**src/hw/rtl/pif_pkg.sv**
```systemverilog
// ----------------------------------------------------------------------------
// pif_pkg
// Shared types and constants for the integer formatter.
// ----------------------------------------------------------------------------
package pif_pkg;

	localparam int MAX_OUT_CHARS = 64;
	localparam int VALUE_BITS    = 64;
	localparam int DIGIT_MAX     = 24;
	localparam int CNT_W         = $clog2(MAX_OUT_CHARS + 1);
	localparam int DIG_W         = $clog2(DIGIT_MAX + 1);

	localparam logic [2:0] OP_SDEC  = 3'd0;
	localparam logic [2:0] OP_UDEC  = 3'd1;
	localparam logic [2:0] OP_HEXL  = 3'd2;
	localparam logic [2:0] OP_HEXU  = 3'd3;
	localparam logic [2:0] OP_OCT   = 3'd4;
	localparam logic [2:0] OP_CHAR  = 3'd5;
	localparam logic [2:0] OP_PCT   = 3'd6;
	localparam logic [2:0] OP_NONE  = 3'd7;

	typedef enum logic [2:0] {
		ST_IDLE,
		ST_CONV,
		ST_PLAN,
		ST_EMIT
	} pif_state_t;

	// Controller to datapath.
	typedef struct packed {
		logic load;
		logic conv_step;
		logic plan;
		logic emit;
	} pif_cmd_t;

	// Datapath to controller.
	typedef struct packed {
		logic conv_done;
		logic empty;
		logic emit_last;
	} pif_stat_t;

endpackage

```
**src/hw/rtl/pif_ctrl.sv**
```systemverilog
// ----------------------------------------------------------------------------
// pif_ctrl
// Sequencer: load, digit conversion, layout planning, character emission.
// ----------------------------------------------------------------------------
module pif_ctrl (
	input  logic              clk,
	input  logic              arst_n,
	input  logic              start,
	output logic              busy,
	output pif_pkg::pif_cmd_t cmd,
	input  pif_pkg::pif_stat_t stat
);
	import pif_pkg::*;

	pif_state_t state_q, state_d;

	// State register.
	always_ff @(posedge clk or negedge arst_n) begin
		if (!arst_n) state_q <= ST_IDLE;
		else state_q <= state_d;
	end

	// Next state and commands.
	always_comb begin
		state_d = state_q;
		cmd = '0;
		busy = (state_q != ST_IDLE);
		case (state_q)
			ST_IDLE: begin
				if (start) begin
					cmd.load = 1'b1;
					state_d = ST_CONV;
				end
			end
			ST_CONV: begin
				cmd.conv_step = 1'b1;
				if (stat.conv_done) state_d = ST_PLAN;
			end
			ST_PLAN: begin
				cmd.plan = 1'b1;
				state_d = ST_EMIT;
			end
			ST_EMIT: begin
				if (stat.empty) begin
					state_d = ST_IDLE;
				end else begin
					cmd.emit = 1'b1;
					if (stat.emit_last) state_d = ST_IDLE;
				end
			end
			default: state_d = ST_IDLE;
		endcase
	end
endmodule

```
**config.mk**
```make
export PLATFORM = sky130hd
export DESIGN_NAME = pif_ctrl
export DESIGN_NICKNAME = d
export VERILOG_FILES = /design/src/hw/rtl/pif_pkg.sv /design/src/hw/rtl/pif_ctrl.sv
export SDC_FILE = /design/constraint.sdc
export NUM_CORES = 1
export LEC_CHECK = 0
export ABC_AREA = 0
export BUFFER_PORTS_ARGS = -buffer_cell sky130_fd_sc_hd__buf_2
export CAP_MARGIN = 20
export CORE_AREA = 3 3 40 42
export CTS_CLUSTER_SIZE = 24
export DETAILED_ROUTE_END_ITERATION = 10
export DIE_AREA = 0 0 43 45
export HOLD_SLACK_MARGIN = 0.02
export SLEW_MARGIN = 5
export SYNTH_ARGS = -nofsm -noshare
export SYNTH_HDL_FRONTEND = slang
export SYNTH_SLANG_ARGS = --single-unit
export TNS_END_PERCENT = 10
```
**constraint.sdc**
```tcl
create_clock -name clk -period 3.35 [get_ports clk]
set_input_delay 0.335 -clock clk [delete_from_list [all_inputs] [get_ports clk]]
set_output_delay 0.335 -clock clk [all_outputs]
set_load 0.02 [all_outputs]
```
## Yosys cells after proc, flatten, opt, wreduce, memory -nomap -nowiden

Index checks and enable logic that the tools add are counted.

| operators by class | value |
|---|---|
| equality and inequality tests | 6 |
| muxes and demuxes | 11 |
| reductions and logical operators | 3 |

Operators by type and width:

| operator | count |
|---|---|
| $mux W3 | 4 |
| $pmux W3 S4 | 1 |
| $eq A3 B2 Y1 const B | 2 |
| $mux W1 | 6 |
| $ne A2 B2 Y1 const B | 2 |
| $eq A3 B1 Y1 const B | 1 |
| $logic_not A3 Y1 | 1 |
| $ne A3 B3 Y1 const B | 1 |
| $reduce_and A3 Y1 | 1 |
| $reduce_bool A3 Y1 | 1 |

| word-level totals | value |
|---|---|
| register bits | 3 |
| output and inout bits | 5 |

## Longest topological paths before layout

Gate-level depths: netlist of the first run.

| logic depth | value |
|---|---|
| word-level depth | 3 |
| depth in mapped cells | 4 |
| gate-level depth less buffers | 4 |

## Least setup slack after synthesis of the first run

Ideal clock, no wire load.

| path | value |
|---|---|
| kind | register to register |
| start point | reg state_q[1] |
| end point | reg state_q[1] |
| library setup time | 0.127 ns |
| arrival | 1.496 ns |
| slack | 1.727 ns |
| stages on the path, launching flop included | 5 |
| path buffers | 0 |
| cells stage by stage | dfrtp_1 > inv_1 > ha_1 > a222oi_1 > mux2_1 |

| between the ends | value |
|---|---|
| word-level cells in the longest chain between the ends | 3 |
| elaborated cells between the ends (all ways) | 9 |
| those cells by class | eq/ne (6); mux (1); reduce/logical (2) |

RTL lines:

| what | line | source |
|---|---|---|
| start, declared | pif_ctrl.sv:15 | `pif_state_t state_q, state_d;` |
| start signal, assigned | pif_ctrl.sv:20 | `else state_q <= state_d;` |
| $eq A3 B2 Y1 (tied with other cells) | pif_ctrl.sv:28 | `case (state_q)` |
| $ne A3 B3 Y1 (no line) / $ne A2 B2 Y1 (equally long branches) | - |  |
| $reduce_and A3 Y1 (no line) | - |  |

Several ways; a longest one is shown, not always the timed one.
A chain may end at the register's enable or synchronous reset.

## Worst setup path in the final report of the first run

| path | value |
|---|---|
| start point | reg state_q[0] |
| end point | reg state_q[1] |

The elaborated chain is that of the path after synthesis.

==> metrics.md, run 1 <==
| Metric | Value |
|---|---|
| Status | `completed` |
| Vias in the first global route | `approximately 170` |
| Final hold violation count | `0` |
| Placeable Area | `between 1000 and 1500 um2` |
| Sequential fraction of the synthesis area | `0.2857` |
| Met2 wire len | `around 180 um` |
| Power per cell area | `between 900 and 1000 nW/um2` |
| Clk sink count | `2` |
| Starting Density | `0.1363` |
| Rel. slew slack | `0.6864` |
| Maximum clock frequency | `approximately 0.60 GHz` |
| Arrival @ worst endpoint | `~1.8 ns` |
| CP required | `3.45 ns` |
| Routability cong. | `around 0.64` |
| Reg2reg setup slack | `around 1.7 ns` |
| Post-DP HPWL | `between 300 and 400 um` |
| Xor/xnor share of the synthesized area | `0` |
| Htree depth | `1` |
| Final nets | `44` |
| Compound-Gate Fraction of Synth Area | `0.05714` |
| Worst skew pair latency | `between 0.2 and 0.25 ns` |
| Global-route wire length before repair | `738 um` |
| Area share of the largest cell type after synthesis | `0.2857` |
| Largest net degree at the start of global routing | `5` |
| Vias | `170` |
| Worst-path clk slew | `0.03 ns` |
| DR WL/cell | `between 8 and 9 um` |
| Largest cells by area after synthesis | `dfrtp_1 (29%), ha_1 (29%), inv_1 (13%)` |
| DRT Wirelength | `379 um` |
| Min Hold Slack | `0.4282 ns` |
| Largest register FFs | `2` |
| IO Count | `11` |
| Total GRT Usage | `0.06156` |
| FF-to-FF End | `state_q[1]` |
| Leak | `0.1670 nW` |
| Mapped cell area | `around 180 um2` |
| Cts bufs inserted | `3` |
| CTS tree | `yes` |
| Tightest Hold Check Type | `input port to async pin` |
| Worst Path Max Fanout | `3` |
| Maximum VDD drop | `~0.15 mV` |
| Post-layout util | `0.2152` |
| Synth Area in Adders | `0.2857` |
| Worst-margin pin slew | `between 0.4 and 0.5 ns` |
| Die area | `roughly 1900 um2` |
| Main combinational cell family by area after synthesis | `adder cells` |
| Reg-to-Reg Start | `state_q[0]` |
| Post-route minimum period | `1.662 ns` |
| Post-route ant nets | `0` |
| Yosys Warn Count | `0` |
| Clk_skew | `~0.00042 ns` |
| Setup_tns | `0 ns` |
| Top reg by flops | `state_q` |
| Final Max Tran Viols | `0` |
| DR iter-0 viols | `3` |
| Antenna diodes | `0` |
| CP startpoint kind | `flip-flop` |
| Regs by FF count | `state_q: 2 flops` |
| DR pass1 iterations | `4` |
| Mux cell area share after synthesis | `0.1214` |
| Syn_nets | `28` |
| Die Span Y | `around 45 um` |
| Row cnt | `13` |
| Distinct cells, synth | `8` |
| DR vias/cell | `approximately 3.6` |
| Share of layout cells above drive strength 1 | `0.4375` |
| RSZ-0062 raised after global routing | `no` |
| Top sig layer | `met3` |
| Gr ovfl total | `0` |
| Max-cap violations | `0` |
| Filler Cell Count | `155` |
| I/O Buffers | `10` |
| Simple-Gate Fraction of Synth Area | `0.1214` |
| Post-Syn Area per Cell | `9.732 um2` |
| # setup viols final | `0` |
| Crit path kind | `flip-flop to flip-flop` |
| Root cell of the clock tree | `clkbuf_4` |
| Clock Tree Buf Depth | `2` |
| Post_cts resized | `0` |
| Die W | `about 43 um` |
| Final routed DRC violation total | `0` |
| Antenna violations before repair | `0` |
| Worst reg-to-reg path cell count | `4` |
| Flops & latches, synth | `2` |
| Tcrit/Tclk final | `0.4962` |
| Largest area contributor in the synthesized netlist | `dfrtp_1` |
| Crit end category | `flip-flop` |
| WL met3 | `about 43 um` |
| Post-Syn Instances | `18` |
| Area Growth Syn to Fin | `57.86%` |
| Post-CTS Setup Bufs | `0` |
| Metal1 wirelength | `between 150 and 200 um` |
cells in the final DEF (no fill, tap or decap):
cell           Yosys  layout
dfrtp_1            2       2
dlygate4sd3_1      0       1
ha_1               4       4
mux2i_1            1       1
mux2_1             1       1
clkbuf_4           0       3
a222oi_1           1       1
nor2b_4            1       1
buf_2              0      10
inv_1              6       6
nor2_1             2       2
where the power goes:
part | internal (mW) | switching [mW]
combinational | 0.0629 | 0.0857
sequential | 0.0383 | 0.0110
clock | 0.0395 | 0.0138
total | 0.141 | 0.110
cell type report:
class	instances	area, um2	area share
repair buffers	11	60.06	0.2172
well taps	15	18.77	0.06787
clock buffers	3	22.52	0.08145
multi-input cells	10	102.6	0.3710
inverters	6	22.52	0.08145
flip-flops and latches	2	50.05	0.1810
per-stage QoR:
step	setup WS, ns	total power [mW]	instances	cell area [um2]
after floorplan	1.727	0.1612	18	175.2
after global placement	1.711	0.1972	43	244.0
after detailed placement	1.680	0.2004	43	244.0
after CTS	1.669	0.2582	47	276.5
after global routing	1.580	0.2863	47	276.5
final	1.688	0.2513	47	276.5
critical path, stage by stage, from the launching register on:
cell      delay (ns)
dfrtp_1         0.39
ha_1            0.21
nor2b_4         0.13
a222oi_1        0.45
mux2_1          0.37
how the worst max path moves through the flow:
stage,from,endpoint,slack [ns],cells past startpoint
finish,state_q[0],state_q[1],1.69,4
global route,state_q[1],state_q[1],1.58,4
CTS,state_q[0],state_q[1],1.67,4
detailed placement,state_q[0],state_q[1],1.68,4
global placement,state_q[1],state_q[1],1.71,4
floorplan,state_q[1],state_q[1],1.73,4
logic make-up (layout without fill, tap and decap cells):
| group | Yosys count | in the layout |
|---|---|---|
| adders and majority gates | 4 | 4 |
| AOI/OAI and AO/OA | 1 | 1 |
| buffers and inverters | 6 | 20 |
| DFF | 2 | 2 |
| and+or+nand+nor | 3 | 3 |
| muxes | 2 | 2 |
metal layers:
layer / GRT usage / vias to the layer above
met2: 0.07485 / 7
met4: 0.07229 / 0
met5: 0 / -
met3: 0.05976 / 0
li1: - / 85
met1: 0.05288 / 78
synthesized netlist by cell type:
| master | n |
|---|---|
| ha_1 | 4 |
| nor2b_4 | 1 |
| inv_1 | 6 |
| a222oi_1 | 1 |
| mux2i_1 | 1 |
| mux2_1 | 1 |
| dfrtp_1 | 2 |
| nor2_1 | 2 |
repair_timing:
action,CTS,global route
hold buffers,1,0
endpoints found under the hold margin,2,0
setup endpoints to repair,0,0
(Power assumes the default switching activity.)
==> inputs of run 2 (changes only) <==
clock period = 1.75 ns   (was 3.35 ns; I/O delays follow)
==> run 2 against run 1 <==
Against the previous run:
- core utilization increased by 0.58 points
- sequential power grew 90%
- global-route usage rose by 0.58 points
- total power is 98% higher
- setup slack worse by 1.5 ns
- largest cell class unchanged
- highest routed layer unchanged
==> metrics.md, run 2 (synthesized netlist as in run 1, its figures left out) <==
| Metric | Value |
|---|---|
| Regs by FF count | `state_q: 2 flops (unchanged)` |
| Vias | `162 (was 170)` |
| Fin area | `284.0 um2 (was 276.5 um2)` |
| Psw | `0.2141 mW (was 0.1105 mW)` |
| Pre-CTS WS | `0.09312 ns (was 1.680 ns)` |
| Rel. slew slack | `0.7324 (was 0.6864)` |
| Die Span Y | `45 um (unchanged)` |
| Final Max Tran Viols | `0 (unchanged)` |
| Worst-path clk slew | `0.03 ns (about the same)` |
| Met1 global-route usage | `0.06250 (was 0.05288)` |
| Switch share | `0.4300 (was 0.4396)` |
| Maximum VDD drop | `0.3064 mV (was 0.1513 mV)` |
| Gate power share | `0.603 (was 0.591)` |
| Reg2reg setup slack | `0.18 ns (was 1.69 ns)` |
| Final nets | `45 (was 44)` |
| Max-cap violations | `0 (unchanged)` |
| Antenna diodes | `0 (unchanged)` |
| GR met2 Demand/Resource | `0.08084 (was 0.07485)` |
| Vias in the first global route | `193 (was 171)` |
| P_int | `0.2837 mW (was 0.1408 mW)` |
| Die area | `1935 um2 (unchanged)` |
| Row cnt | `13 (unchanged)` |
| Reg power frac | `0.188 (was 0.196)` |
| Crit path kind | `flip-flop to flip-flop (unchanged)` |
| Antenna violations before repair | `0 (unchanged)` |
| Clock share of power | `0.209 (was 0.212)` |
| Final routed DRC violation total | `0 (unchanged)` |
| DR vias/cell | `3.375 (was 3.617)` |
| Setup_tns | `0 ns (unchanged)` |
| Total GRT Usage | `0.06739 (was 0.06156)` |
| Maximum clock frequency | `0.6365 GHz (was 0.6016 GHz)` |
| Tcrit/Tclk final | `0.8978 (was 0.4962)` |
| Status | `completed (unchanged)` |
| Leading cell type in the layout, fill and taps excluded | `buf_2 (unchanged)` |
| Placeable Area | `1285 um2 (unchanged)` |
| Share of layout cells above drive strength 1 | `0.4545 (was 0.4375)` |
| Arrival @ worst endpoint | `1.67 ns (was 1.76 ns)` |
| Routability cong. | `0.6613 (was 0.6355)` |
| Post-route minimum period | `1.571 ns (was 1.662 ns)` |
| Tightest Hold Check Type | `input port to async pin (unchanged)` |
| CP required | `1.85 ns (was 3.45 ns)` |
| Post-DP HPWL | `301 um (was 306.6 um)` |
| Post-layout util | `0.2210 (was 0.2152)` |
| Final hold violation count | `0 (unchanged)` |
| Power per cell area | `1753 nW/um2 (was 908.7 nW/um2)` |
| Gr ovfl total | `0 (unchanged)` |
| DR pass1 iterations | `4 (unchanged)` |
| Total power | `0.4978 mW (was 0.2513 mW)` |
| Most Crowded Layer GR | `met2 (unchanged)` |
| Commonest cells after routing, fill and taps aside | `buf_2 (10), inv_1 (6), ha_1 (4), clkbuf_4 (3) (unchanged)` |
| Post-route ant nets | `0 (unchanged)` |
| Post_cts resized | `0 (unchanged)` |
| Placed Area | `244.0 um2 (unchanged)` |
| DR iter-0 viols | `3 (unchanged)` |
| IO Count | `11 (unchanged)` |
| Worst-margin pin slew | `0.4015 ns (was 0.4704 ns)` |
| Area Growth Syn to Fin | `62.14% (was 57.86%)` |
| Worst Path Max Fanout | `3 (unchanged)` |
| RSZ-0062 raised after global routing | `no (unchanged)` |
| GR Util met3 | `0.06375 (was 0.05976)` |
| Worst skew pair latency | `0.23 ns (was 0.22 ns)` |
| Clk_skew | `0.003439 ns (was 0.0004209 ns)` |
| Largest net degree at the start of global routing | `5 (unchanged)` |
| Clock Tree Buf Depth | `2 (unchanged)` |
| I/O Buffers | `10 (unchanged)` |
| Post-route setup slack | `0.1789 ns (was 1.688 ns)` |
| Global-route wire length before repair | `828 um (was 738 um)` |
| CTS tree | `yes (unchanged)` |
| DRT Wirelength | `385 um (was 379 um)` |
| CP startpoint kind | `flip-flop (unchanged)` |
| Root cell of the clock tree | `clkbuf_4 (unchanged)` |
| Leak | `0.1716 nW (was 0.1670 nW)` |
| Crit end category | `flip-flop (unchanged)` |
| # setup viols final | `0 (unchanged)` |
| Filler Cell Count | `146 (was 155)` |
| Clk sink count | `2 (unchanged)` |
| Cts bufs inserted | `3 (unchanged)` |
| Top reg by flops | `state_q (unchanged)` |
| Die W | `43 um (unchanged)` |
| DR WL/cell | `8.021 um (was 8.064 um)` |
| Largest register FFs | `2 (unchanged)` |
| Starting Density | `0.1363 (unchanged)` |
| Htree depth | `1 (unchanged)` |
run 2: cell count changes in the layout (fill, tap and decap cells not counted):
cell / delta
buf_4: +1
run 2: timing repair:
| item | CTS | global route |
|---|---|---|
| hold buffers | 1 | 0 |
| setup endpoints to repair | 0 | 1 |
| endpoints found under the hold margin | 2 | 0 |
| buffers inserted | 0 | 1 |
run 2: critical path, cell delays in order, from the launching register on:
cell	delay, ns
dfrtp_1	0.39
ha_1	0.20
nor2b_4	0.12
a222oi_1	0.37
mux2_1	0.36
run 2: path summary, 6_finish.rpt:
kind,start,endpoint,cells after the start
worst max-delay path,state_q[0],state_q[1],4
worst min-delay path,arst_n,state_q[0],2
worst max register to register,state_q[0],state_q[1],4
worst min register to register,state_q[1],state_q[1],1
max in group asynchronous,arst_n,state_q[1],2
min in group clk,stat[0],state_q[1],4
run 2: cell type report:
type | instances | area, um2 | share of cell area
Tap cell | 15 | 18.77 | 0.06608
Clock buffer | 3 | 22.52 | 0.07930
Timing Repair Buffer | 12 | 67.56 | 0.2379
Sequential cell | 2 | 50.05 | 0.1762
Inverter | 6 | 22.52 | 0.07930
Multi-Input combinational cell | 10 | 102.6 | 0.3612
run 2: metrics by stage:
step / hold WS [ns] / cells
finish: 0.2648 / 48
detailed placement: -0.03745 / 43
CTS: 0.2661 / 47
global route: 0.2730 / 48
floorplan: -0.1206 / 18
global placement: -0.03845 / 43
run 2: power by group through the flow:
stage	Combinational [mW]	Sequential, mW	Clock (mW)
after floorplan	0.218	0.0909	0
after global placement	0.284	0.0943	0
after detailed placement	0.286	0.0954	0
after CTS	0.290	0.0949	0.108
after global routing	0.348	0.101	0.125
final	0.300	0.0936	0.104
run 2: metal layers:
metal / up-vias / wire length (um)
met3: 0 / 45
li1: 86 / -
met1: 69 / 159
met2: 7 / 180
met4: 0 / 0
met5: - / 0
